[src/rtl/core/ttct_pkg.sv]
`timescale 1ns / 1ps
// types and codes shared by the time-tagged command table
// no dependencies

package ttct_pkg;

   localparam int SLOT_IDX_W   = 4;
   localparam int COUNT_W      = 5;
   localparam int HANDLE_W     = 16;
   localparam int ID_W         = 16;
   localparam int PORT_TIME_W  = 32;
   localparam int CSR_W        = 5;
   localparam int RESULT_LIMIT = 16;

   typedef enum logic [2:0] {
      REQ_LOAD         = 3'd0,
      REQ_ABORT_HANDLE = 3'd1,
      REQ_ABORT_ID     = 3'd2,
      REQ_TICK         = 3'd3,
      REQ_FLUSH        = 3'd4
   } req_code_type;

   typedef enum logic [2:0] {
      EVT_LOADED       = 3'd0,
      EVT_REJ_INVALID  = 3'd1,
      EVT_REJ_FULL     = 3'd2,
      EVT_ABORTED      = 3'd3,
      EVT_RELEASED     = 3'd4
   } event_code_type;

   typedef struct packed {
      logic clear;
      logic load;
      logic free;
   } slot_cmd_type;

endpackage

[src/rtl/core/time_tagged_command_table.sv]
`timescale 1ns / 1ps
// time-tagged command table top level: request sequencer, result staging
// depends on ttct_pkg, ttct_slot_store, ttct_match_unit
//
// usage
// - req channel: one beat per request (load, abort by handle, abort by id,
//   tick, flush). req_ready is high only while the sequencer is idle.
// - rsp channel: one beat per loaded, rejected, aborted or released command;
//   the final beat of a request carries rsp_last_of_run. a request that
//   touches nothing (or an unknown req_type) gives no beat at all.
// - csr channel: writes the active table size and empties the table; taken
//   only while idle and no request is offered. no beat results.
// - timing: the request is taken, then the scan visits one active slot per
//   cycle while it is not stalled, then the final beat is handed over. the
//   scan goes through the single shared comparator. rejections made when
//   the request is taken and unknown requests skip the scan. loads and aborts
//   by handle stop at the first hit.
// - stalls: results pass through a holding register and an output register,
//   so the scan keeps running while one beat waits; it pauses only when both
//   are full. the output register holds its beat until rsp_ready.
// - reset: synchronous, clears all busy flags, the pending count and the
//   output; the size returns to the full table.

module time_tagged_command_table import ttct_pkg::*; #(
   parameter int MAX_SLOTS = 16,
   parameter int TIME_BITS = 32
) (
   input  logic                   clock,
   input  logic                   reset,
   // request channel
   input  logic                   req_valid,
   output logic                   req_ready,
   input  logic [2:0]             req_type,
   input  logic [HANDLE_W-1:0]    req_cmd_handle,
   input  logic [ID_W-1:0]        req_cmd_id,
   input  logic                   req_cmd_valid,
   input  logic [PORT_TIME_W-1:0] req_release_time,
   input  logic [PORT_TIME_W-1:0] req_now_time,
   // result channel
   output logic                   rsp_valid,
   input  logic                   rsp_ready,
   output logic [2:0]             rsp_event_code,
   output logic [SLOT_IDX_W-1:0]  rsp_slot_index,
   output logic [HANDLE_W-1:0]    rsp_out_handle,
   output logic [ID_W-1:0]        rsp_out_id,
   output logic [COUNT_W-1:0]     rsp_pending_after,
   output logic                   rsp_last_of_run,
   // configuration write
   input  logic                   csr_valid,
   output logic                   csr_ready,
   input  logic [CSR_W-1:0]       csr_slots_in_use
);

   // table depth is capped by the result limit; times beyond the port width carry nothing
   localparam int SLOT_CNT = (MAX_SLOTS < RESULT_LIMIT) ? MAX_SLOTS : RESULT_LIMIT;
   localparam int IDXW     = (SLOT_CNT > 1) ? $clog2(SLOT_CNT) : 1;
   localparam int CNTW     = $clog2(SLOT_CNT + 1);
   localparam int TW       = (TIME_BITS < PORT_TIME_W) ? TIME_BITS : PORT_TIME_W;

   typedef enum logic [1:0] {
      S_IDLE,
      S_SCAN,
      S_DONE
   } state_type;

   // sequencer state
   state_type           state_ff,   state_in;
   logic [IDXW-1:0]     idx_ff,     idx_in;
   logic [CNTW-1:0]     size_ff,    size_in;
   logic [CNTW-1:0]     pending_ff, pending_in;

   // latched request
   req_code_type        kind_ff,    kind_in;
   logic [HANDLE_W-1:0] key_handle_ff, key_handle_in;
   logic [ID_W-1:0]     key_id_ff,  key_id_in;
   logic [TW-1:0]       key_time_ff, key_time_in;

   // holding register: the newest result, kept until we know if it is last
   logic                hold_valid_ff, hold_valid_in;
   event_code_type      hold_code_ff,  hold_code_in;
   logic [IDXW-1:0]     hold_slot_ff,  hold_slot_in;
   logic [HANDLE_W-1:0] hold_handle_ff, hold_handle_in;
   logic [ID_W-1:0]     hold_id_ff,    hold_id_in;
   logic [CNTW-1:0]     hold_count_ff, hold_count_in;

   // output register
   logic                rsp_valid_ff,  rsp_valid_in;
   event_code_type      rsp_code_ff,   rsp_code_in;
   logic [IDXW-1:0]     rsp_slot_ff,   rsp_slot_in;
   logic [HANDLE_W-1:0] rsp_handle_ff, rsp_handle_in;
   logic [ID_W-1:0]     rsp_id_ff,     rsp_id_in;
   logic [CNTW-1:0]     rsp_count_ff,  rsp_count_in;
   logic                rsp_last_ff,   rsp_last_in;

   // slot store and compare unit
   slot_cmd_type        store_cmd;
   logic                rd_busy;
   logic [HANDLE_W-1:0] rd_handle;
   logic [ID_W-1:0]     rd_id;
   logic [TW-1:0]       rd_time;
   logic                hit;

   logic                req_fire;
   logic                csr_fire;
   logic                out_free;
   logic                scan_last;
   logic                stop_on_hit;

   ttct_slot_store #(
      .SLOT_CNT (SLOT_CNT),
      .IDXW     (IDXW),
      .TW       (TW)
   ) u_store (
      .clock     (clock),
      .reset     (reset),
      .cmd       (store_cmd),
      .idx       (idx_ff),
      .wr_handle (key_handle_ff),
      .wr_id     (key_id_ff),
      .wr_time   (key_time_ff),
      .rd_busy   (rd_busy),
      .rd_handle (rd_handle),
      .rd_id     (rd_id),
      .rd_time   (rd_time)
   );

   ttct_match_unit #(
      .TW (TW)
   ) u_match (
      .mode         (kind_ff),
      .busy         (rd_busy),
      .entry_handle (rd_handle),
      .entry_id     (rd_id),
      .entry_time   (rd_time),
      .key_handle   (key_handle_ff),
      .key_id       (key_id_ff),
      .key_time     (key_time_ff),
      .hit          (hit)
   );

   assign req_ready   = (state_ff == S_IDLE);
   assign csr_ready   = (state_ff == S_IDLE) && !req_valid;
   assign req_fire    = req_valid && req_ready;
   assign csr_fire    = csr_valid && csr_ready;
   assign out_free    = !rsp_valid_ff || rsp_ready;
   assign scan_last   = ((CNTW'(idx_ff) + 1'b1) == size_ff);
   // single-result requests end the scan at the first hit
   assign stop_on_hit = (kind_ff == REQ_LOAD) || (kind_ff == REQ_ABORT_HANDLE);

   always_comb begin
      state_in       = state_ff;
      idx_in         = idx_ff;
      size_in        = size_ff;
      pending_in     = pending_ff;
      kind_in        = kind_ff;
      key_handle_in  = key_handle_ff;
      key_id_in      = key_id_ff;
      key_time_in    = key_time_ff;
      hold_valid_in  = hold_valid_ff;
      hold_code_in   = hold_code_ff;
      hold_slot_in   = hold_slot_ff;
      hold_handle_in = hold_handle_ff;
      hold_id_in     = hold_id_ff;
      hold_count_in  = hold_count_ff;
      rsp_valid_in   = rsp_valid_ff;
      rsp_code_in    = rsp_code_ff;
      rsp_slot_in    = rsp_slot_ff;
      rsp_handle_in  = rsp_handle_ff;
      rsp_id_in      = rsp_id_ff;
      rsp_count_in   = rsp_count_ff;
      rsp_last_in    = rsp_last_ff;
      store_cmd      = '0;

      // output beat taken
      if (rsp_valid_ff && rsp_ready) begin
         rsp_valid_in = 1'b0;
      end

      case (state_ff)
         S_IDLE: begin
            if (csr_fire) begin
               // size saturates into 1..table depth, table empties
               if (csr_slots_in_use == '0) begin
                  size_in = CNTW'(1);
               end else if (csr_slots_in_use > CSR_W'(SLOT_CNT)) begin
                  size_in = CNTW'(SLOT_CNT);
               end else begin
                  size_in = csr_slots_in_use[CNTW-1:0];
               end
               pending_in      = '0;
               store_cmd.clear = 1'b1;
            end
            if (req_fire) begin
               kind_in       = req_code_type'(req_type);
               key_handle_in = req_cmd_handle;
               key_id_in     = req_cmd_id;
               key_time_in   = (req_type == REQ_LOAD) ? req_release_time[TW-1:0]
                                                      : req_now_time[TW-1:0];
               idx_in         = '0;
               hold_slot_in   = '0;
               hold_handle_in = req_cmd_handle;
               hold_id_in     = req_cmd_id;
               hold_count_in  = pending_ff;
               if (req_type == REQ_LOAD && !req_cmd_valid) begin
                  // invalid wins over full
                  hold_valid_in = 1'b1;
                  hold_code_in  = EVT_REJ_INVALID;
                  state_in      = S_DONE;
               end else if (req_type == REQ_LOAD && pending_ff >= size_ff) begin
                  hold_valid_in = 1'b1;
                  hold_code_in  = EVT_REJ_FULL;
                  state_in      = S_DONE;
               end else if (req_type inside {[REQ_LOAD:REQ_FLUSH]}) begin
                  state_in = S_SCAN;
               end else begin
                  // unknown request, nothing to report
                  state_in = S_DONE;
               end
            end
         end

         S_SCAN: begin
            if (hit) begin
               if (!hold_valid_ff || out_free) begin
                  // older result goes out, not last
                  if (hold_valid_ff) begin
                     rsp_valid_in  = 1'b1;
                     rsp_code_in   = hold_code_ff;
                     rsp_slot_in   = hold_slot_ff;
                     rsp_handle_in = hold_handle_ff;
                     rsp_id_in     = hold_id_ff;
                     rsp_count_in  = hold_count_ff;
                     rsp_last_in   = 1'b0;
                  end
                  hold_valid_in = 1'b1;
                  hold_slot_in  = idx_ff;
                  if (kind_ff == REQ_LOAD) begin
                     store_cmd.load = 1'b1;
                     pending_in     = pending_ff + 1'b1;
                     hold_code_in   = EVT_LOADED;
                     hold_handle_in = key_handle_ff;
                     hold_id_in     = key_id_ff;
                     hold_count_in  = pending_ff + 1'b1;
                  end else begin
                     store_cmd.free = 1'b1;
                     pending_in     = (pending_ff != '0) ? pending_ff - 1'b1 : pending_ff;
                     hold_code_in   = (kind_ff == REQ_TICK) ? EVT_RELEASED : EVT_ABORTED;
                     hold_handle_in = rd_handle;
                     hold_id_in     = rd_id;
                     hold_count_in  = (pending_ff != '0) ? pending_ff - 1'b1 : pending_ff;
                  end
                  if (stop_on_hit || scan_last) begin
                     state_in = S_DONE;
                  end else begin
                     idx_in = idx_ff + 1'b1;
                  end
               end
            end else if (scan_last) begin
               // no free slot found for a load: report full
               if (kind_ff == REQ_LOAD) begin
                  hold_valid_in  = 1'b1;
                  hold_code_in   = EVT_REJ_FULL;
                  hold_slot_in   = '0;
                  hold_handle_in = key_handle_ff;
                  hold_id_in     = key_id_ff;
                  hold_count_in  = pending_ff;
               end
               state_in = S_DONE;
            end else begin
               idx_in = idx_ff + 1'b1;
            end
         end

         S_DONE: begin
            if (!hold_valid_ff) begin
               state_in = S_IDLE;
            end else if (out_free) begin
               // final beat of this request
               rsp_valid_in  = 1'b1;
               rsp_code_in   = hold_code_ff;
               rsp_slot_in   = hold_slot_ff;
               rsp_handle_in = hold_handle_ff;
               rsp_id_in     = hold_id_ff;
               rsp_count_in  = hold_count_ff;
               rsp_last_in   = 1'b1;
               hold_valid_in = 1'b0;
               state_in      = S_IDLE;
            end
         end

         default: begin
            state_in = S_IDLE;
         end
      endcase
   end

   always_ff @(posedge clock) begin
      kind_ff        <= kind_in;
      key_handle_ff  <= key_handle_in;
      key_id_ff      <= key_id_in;
      key_time_ff    <= key_time_in;
      idx_ff         <= idx_in;
      hold_code_ff   <= hold_code_in;
      hold_slot_ff   <= hold_slot_in;
      hold_handle_ff <= hold_handle_in;
      hold_id_ff     <= hold_id_in;
      hold_count_ff  <= hold_count_in;
      rsp_code_ff    <= rsp_code_in;
      rsp_slot_ff    <= rsp_slot_in;
      rsp_handle_ff  <= rsp_handle_in;
      rsp_id_ff      <= rsp_id_in;
      rsp_count_ff   <= rsp_count_in;
      rsp_last_ff    <= rsp_last_in;
      if (reset) begin
         state_ff      <= S_IDLE;
         size_ff       <= CNTW'(SLOT_CNT);
         pending_ff    <= '0;
         hold_valid_ff <= 1'b0;
         rsp_valid_ff  <= 1'b0;
      end else begin
         state_ff      <= state_in;
         size_ff       <= size_in;
         pending_ff    <= pending_in;
         hold_valid_ff <= hold_valid_in;
         rsp_valid_ff  <= rsp_valid_in;
      end
   end

   assign rsp_valid         = rsp_valid_ff;
   assign rsp_event_code    = rsp_code_ff;
   assign rsp_slot_index    = SLOT_IDX_W'(rsp_slot_ff);
   assign rsp_out_handle    = rsp_handle_ff;
   assign rsp_out_id        = rsp_id_ff;
   assign rsp_pending_after = COUNT_W'(rsp_count_ff);
   assign rsp_last_of_run   = rsp_last_ff;

   // occupancy never exceeds the active size
   a_pending_le_size: assert property (@(posedge clock) disable iff (reset)
      pending_ff <= size_ff)
      else $error("pending count above active table size");

   // a finished request leaves nothing in the holding register
   a_idle_hold_empty: assert property (@(posedge clock) disable iff (reset)
      state_ff == S_IDLE |-> !hold_valid_ff)
      else $error("held result left behind at idle");

   // a size write empties the table
   a_csr_clears: assert property (@(posedge clock) disable iff (reset)
      csr_valid && csr_ready |=> pending_ff == '0)
      else $error("size write did not empty the table");

   // a scan only runs in range of the active size
   a_scan_in_range: assert property (@(posedge clock) disable iff (reset)
      state_ff == S_SCAN |-> CNTW'(idx_ff) < size_ff)
      else $error("scan index beyond active size");

endmodule

[src/rtl/core/ttct_slot_store.sv]
`timescale 1ns / 1ps
// slot storage: busy flags plus handle, id and time tag per slot
// depends on ttct_pkg

module ttct_slot_store import ttct_pkg::*; #(
   parameter int SLOT_CNT = 16,
   parameter int IDXW     = 4,
   parameter int TW       = 32
) (
   input  logic                clock,
   input  logic                reset,
   input  slot_cmd_type        cmd,
   input  logic [IDXW-1:0]     idx,
   input  logic [HANDLE_W-1:0] wr_handle,
   input  logic [ID_W-1:0]     wr_id,
   input  logic [TW-1:0]       wr_time,
   output logic                rd_busy,
   output logic [HANDLE_W-1:0] rd_handle,
   output logic [ID_W-1:0]     rd_id,
   output logic [TW-1:0]       rd_time
);

   logic [SLOT_CNT-1:0] busy_ff;
   logic [SLOT_CNT-1:0] busy_in;
   logic [HANDLE_W-1:0] slot_handle_ff [SLOT_CNT];
   logic [ID_W-1:0]     slot_id_ff     [SLOT_CNT];
   logic [TW-1:0]       slot_time_ff   [SLOT_CNT];

   always_comb begin
      busy_in = busy_ff;
      if (cmd.clear) begin
         busy_in = '0;
      end else if (cmd.load) begin
         busy_in[idx] = 1'b1;
      end else if (cmd.free) begin
         busy_in[idx] = 1'b0;
      end
   end

   always_ff @(posedge clock) begin
      if (reset) begin
         busy_ff <= '0;
      end else begin
         busy_ff <= busy_in;
      end
   end

   always_ff @(posedge clock) begin
      if (cmd.load && !cmd.clear) begin
         slot_handle_ff[idx] <= wr_handle;
         slot_id_ff[idx]     <= wr_id;
         slot_time_ff[idx]   <= wr_time;
      end
   end

   assign rd_busy   = busy_ff[idx];
   assign rd_handle = slot_handle_ff[idx];
   assign rd_id     = slot_id_ff[idx];
   assign rd_time   = slot_time_ff[idx];

endmodule

[src/rtl/core/ttct_match_unit.sv]
`timescale 1ns / 1ps
// shared compare unit: one equality / less-or-equal comparator per scan step
// depends on ttct_pkg

module ttct_match_unit import ttct_pkg::*; #(
   parameter int TW = 32
) (
   input  req_code_type        mode,
   input  logic                busy,
   input  logic [HANDLE_W-1:0] entry_handle,
   input  logic [ID_W-1:0]     entry_id,
   input  logic [TW-1:0]       entry_time,
   input  logic [HANDLE_W-1:0] key_handle,
   input  logic [ID_W-1:0]     key_id,
   input  logic [TW-1:0]       key_time,
   output logic                hit
);

   localparam int CW = (TW > HANDLE_W) ? TW : HANDLE_W;

   logic [CW-1:0] opa;
   logic [CW-1:0] opb;
   logic          eq;
   logic          le;

   // operand select feeding the single comparator
   always_comb begin
      case (mode)
         REQ_ABORT_HANDLE: begin
            opa = CW'(entry_handle);
            opb = CW'(key_handle);
         end
         REQ_ABORT_ID: begin
            opa = CW'(entry_id);
            opb = CW'(key_id);
         end
         REQ_TICK: begin
            opa = CW'(entry_time);
            opb = CW'(key_time);
         end
         default: begin
            opa = '0;
            opb = '0;
         end
      endcase
   end

   assign eq = (opa == opb);
   assign le = (opa <= opb);

   always_comb begin
      case (mode)
         REQ_LOAD:         hit = !busy;
         REQ_ABORT_HANDLE: hit = busy && eq;
         REQ_ABORT_ID:     hit = busy && eq;
         REQ_TICK:         hit = busy && le;
         REQ_FLUSH:        hit = busy;
         default:          hit = 1'b0;
      endcase
   end

endmodule
[config.mk]
export PLATFORM = sky130hd
export DESIGN_NAME = time_tagged_command_table
export DESIGN_NICKNAME = d
export VERILOG_FILES = /design/src/rtl/core/ttct_pkg.sv /design/src/rtl/core/time_tagged_command_table.sv /design/src/rtl/core/ttct_slot_store.sv /design/src/rtl/core/ttct_match_unit.sv
export SDC_FILE = /design/constraint.sdc
export NUM_CORES = 1
export LEC_CHECK = 0
export ABC_AREA = 0
export ABC_CLOCK_PERIOD_IN_PS = 11500
export BUFFER_PORTS_ARGS = -buffer_cell sky130_fd_sc_hd__buf_2
export CELL_PAD_IN_SITES_DETAIL_PLACEMENT = 1
export CELL_PAD_IN_SITES_GLOBAL_PLACEMENT = 1
export CORE_MARGIN = 3
export CORE_UTILIZATION = 54
export DETAILED_ROUTE_END_ITERATION = 12
export GPL_ROUTABILITY_DRIVEN = 0
export PLACE_DENSITY_LB_ADDON = 0.1
export SYNTH_ARGS = -nofsm -noshare
export SYNTH_HDL_FRONTEND = slang
export SYNTH_HIERARCHICAL = 1
export SYNTH_SLANG_ARGS = --single-unit
[constraint.sdc]
create_clock -name clock -period 11.5 [get_ports clock]
set_clock_uncertainty 0.15 [all_clocks]
set_input_delay 2.3 -clock clock [delete_from_list [all_inputs] [get_ports clock]]
set_output_delay 2.3 -clock clock [all_outputs]
set_load 0.03 [all_outputs]
==> results by group <==
Worst hold path
  – Hold Crit Class: reg -> reg

Layout
  – Layout area overhead: 13.1%
  – Final Util: 62.2%
  – Layout cells sized above 1: 28.4%
  – Fin nets: 2771
  – ANT cells: 0

Setup path
  – Crit end category: flip-flop
  – Delay of the slowest cell on the worst path: 1.14 ns
  – CP startpoint kind: flip-flop
  – CP required: 11.68 ns
  – Worst-path cell chain: buf_4 > mux4_2 > a22oi_1 > nand2_1 > and2_1 > ha_1 > nand4_1 > nor4_1 > a31oi_1 > o21ai_1 > buf_4 > nand2_1 > nor3_1 > buf_4 > nor2b_1 > nand2_1 > nor3_2 > buf_4 > buf_4
  – Critical path peak fanout: 41
  – CP max-delay cell: nor4_1
  – Critical path arrival: 8.94 ns
  – Kind of critical path: reg -> reg
  – Crit-path most repeated cell: buf_4

Floorplan
  – I/O pin count: 158
  – Die Wd: about 300 um
  – Die ar.: between 90000 and 100000 sq um
  – Die Height: 305 um
  – Cell row count: 108
  – Initial Util: 55.0%
  – Core ar.: 87600 sq um

Synth
  – Average size of a mapped cell: 19.9 sq um
  – Syn nets: around 2600
  – Synth Cell Area: ~48000 sq um
  – Most used DFF post-synth: edfxtp_1
  – Register bit count reported by yosys: 1214
  – Post-synthesis cell type count: 63
  – Cell count after synthesis: approximately 2400
  – Register area share after synthesis: between 70% and 80%
  – Syn. warnings: 6
  – Fraction of registers with async set/reset: 0%
  – Post-synth EDFFs: between 1000 and 1500

STA
  – Post-layout min period: a little under 9 ns
  – RSZ-0062 raised after global routing: no
  – Pins Over Slew Limit: 0
  – FMAX: 114 MHz
  – Worst slew margin: 10.9%
  – Final period util: 76.1%
  – Hold Vio Cnt, Final: 0
  – Worst-Margin Slew: 1.32 ns
  – Setup TNS: 0 ns
  – Final count of negative-setup-slack endpoints: 0

CTS
  – Clock Sinks: 1214
  – Clk buf depth: 3
  – Cts bufs inserted: 130
  – Htree depth: 4
  – Worst-path clk slew: 0.06 ns
  – Hold-fix buffers at CTS: 0
  – CTS tree: built
  – Post-CTS Repair Setup Buffers: 0
  – CTS Root Cell: clkbuf_16
  – CTS resizes: 0
  – Clk_lat worst skew: 0.72 ns

Routing
  – Router iterations before antenna repair: 5
  – Antenna-violating nets left: 0
  – DRC viols: 0
  – Vias/cell: 6.45
  – Wire length per cell: 31.5 um
  – Initial DRC Count: 2745
  – Routed vias: 24900
  – DRT Wirelength: 122 mm

Global route
  – GR Util All Layers: a little over a quarter
  – GRT overflow: 0
  – Antenna violations before repair: 4
  – Largest net degree at the start of global routing: approximately 140
  – First-pass GRT wire length: around 180 mm
  – Via count of the first global-routing pass: around 27000

Placement
  – Hpwl dp: 68.0 mm
  – Port-buffer cells: 157

Power and ir drop
  – PD cells: 232 nW/um^2
  – LEAKAGE: 17.7 nW
  – Worst VDD drop: 0.261 mV

Flow run
  – Max Cap Viol: 0

Status
  – Status: finished, final reports clean
-- path summary, 6_finish.rpt --
path	from	end	slack, ns	cells past startpoint
worst min register to register	hold_handle_ff[10]$_DFFE_PP_	rsp_out_handle[10]$_DFFE_PP_	0.27	0
worst min-delay path	hold_handle_ff[10]$_DFFE_PP_	rsp_out_handle[10]$_DFFE_PP_	0.27	0
worst max register to register	idx_ff[0]$_SDFFCE_PN0P_	u_store/slot_handle_ff[2][5]$_DFFE_PP_	2.74	19
worst max-delay path	idx_ff[0]$_SDFFCE_PN0P_	u_store/slot_handle_ff[2][5]$_DFFE_PP_	2.74	19
-- worst max-delay path, delay by kind of cell (launching register included) --
family	cells	cell delay [ns]
and+or+nand+nor	9	3.05
buffers and inverters	5	2.35
DFF	1	0.94
AOI/OAI and AO/OA	3	0.87
muxes	1	0.59
adders and majority gates	1	0.30
-- kinds of logic after synthesis --
| kind of cell | count (synthesis) | share of synthesized area [%] |
|---|---|---|
| and+or+nand+nor | 333 | 3.24 |
| AOI/OAI and AO/OA | 303 | 4.28 |
| muxes | 362 | 14.5 |
| DFF | 1214 | 75.1 |
| adders and majority gates | 43 | 1.12 |
| xor gates and xnor gates | 7 | 0.156 |
| buffers and inverters | 153 | 1.62 |
-- stage by stage --
step | std cells | instance area, sq um | hold WS [ns] | total power, mW | worst slack (ns)
CTS | 3865 | 54400 | 0.271 | 12.8 | 2.59
global route | 3865 | 54400 | 0.274 | 13.2 | 2.29
global placement | 3641 | 50400 | 0.252 | 8.60 | 2.87
detailed placement | 3641 | 50400 | 0.256 | 8.68 | 2.70
finish | 3865 | 54400 | 0.265 | 12.6 | 2.74
floorplan | 2415 | 48100 | 0.250 | 7.66 | 1.67
-- registers in the layout, indices dropped and copies added, names as in the netlist, 16 cells and up, named ones only --
name and count:
rsp_out_id 16, hold_handle_ff 16, key_time_ff 32, hold_id_ff 16, rsp_out_handle 16, key_handle_ff 16
u_store/slot_id_ff 256, u_store/slot_handle_ff 256, u_store/slot_time_ff 512, key_id_ff 16
-- synth_stat cells (5+ instances only) --
cell / n / share of area [%]
a21oi_1: 76 / 0.79
a22oi_1: 164 / 2.6
a31oi_1: 5 / 0.065
and2_1: 22 / 0.29
and3_1: 6 / 0.078
buf_1: 8 / 0.062
buf_2: 32 / 0.33
buf_4: 15 / 0.23
buf_6: 13 / 0.30
clkbuf_1: 69 / 0.54
dfxtp_1: 30 / 1.2
edfxtp_1: 1184 / 74
ha_1: 43 / 1.1
inv_1: 14 / 0.11
mux2_2: 67 / 1.6
mux2i_1: 34 / 0.71
mux4_2: 260 / 12
nand2_1: 116 / 0.90
nand2b_1: 11 / 0.14
nand3_1: 22 / 0.23
nand4_1: 7 / 0.091
nor2_1: 86 / 0.67
nor2b_1: 11 / 0.14
nor3_1: 14 / 0.15
o21ai_0: 25 / 0.26
or2_2: 18 / 0.23
-- power by group --
group          switching (mW)  leakage, nW  internal, mW
Sequential              0.273         11.0          5.21
Clock                    1.68         2.00          2.37
Combinational            1.82         4.79          1.29
Total                    3.77         17.7          8.87
-- layer usage --
layer  global-route usage (%)  wire [um]
met5                        0         11
met2                     42.5      59300
met4                     6.44       2520
met3                     6.11      10100
met1                     37.9      49900
-- cell usage in the layout, fill, tap and decap left out, types with 39 or more instances in the layout --
master     synthesis  layout
nand2_1          116     115
mux4_2           260     260
clkbuf_16          0     131
ha_1              43      42
buf_4             15      39
a21oi_1           76      76
a22oi_1          164     164
mux2_2            67      67
nor2_1            86      71
edfxtp_1        1184    1184
buf_2             32     157
-- cell type report --
class / instances / area (sq um)
inverter: 15 / 56.3
sequential: 1214 / 36200
tap: 1155 / 1450
timing repair buffer: 209 / 1340
clock buffer: 154 / 3370
fill: 7301 / 33100
clock inverter: 70 / 707
multi-input combinational: 1048 / 11400
(Power assumes the default switching activity.)
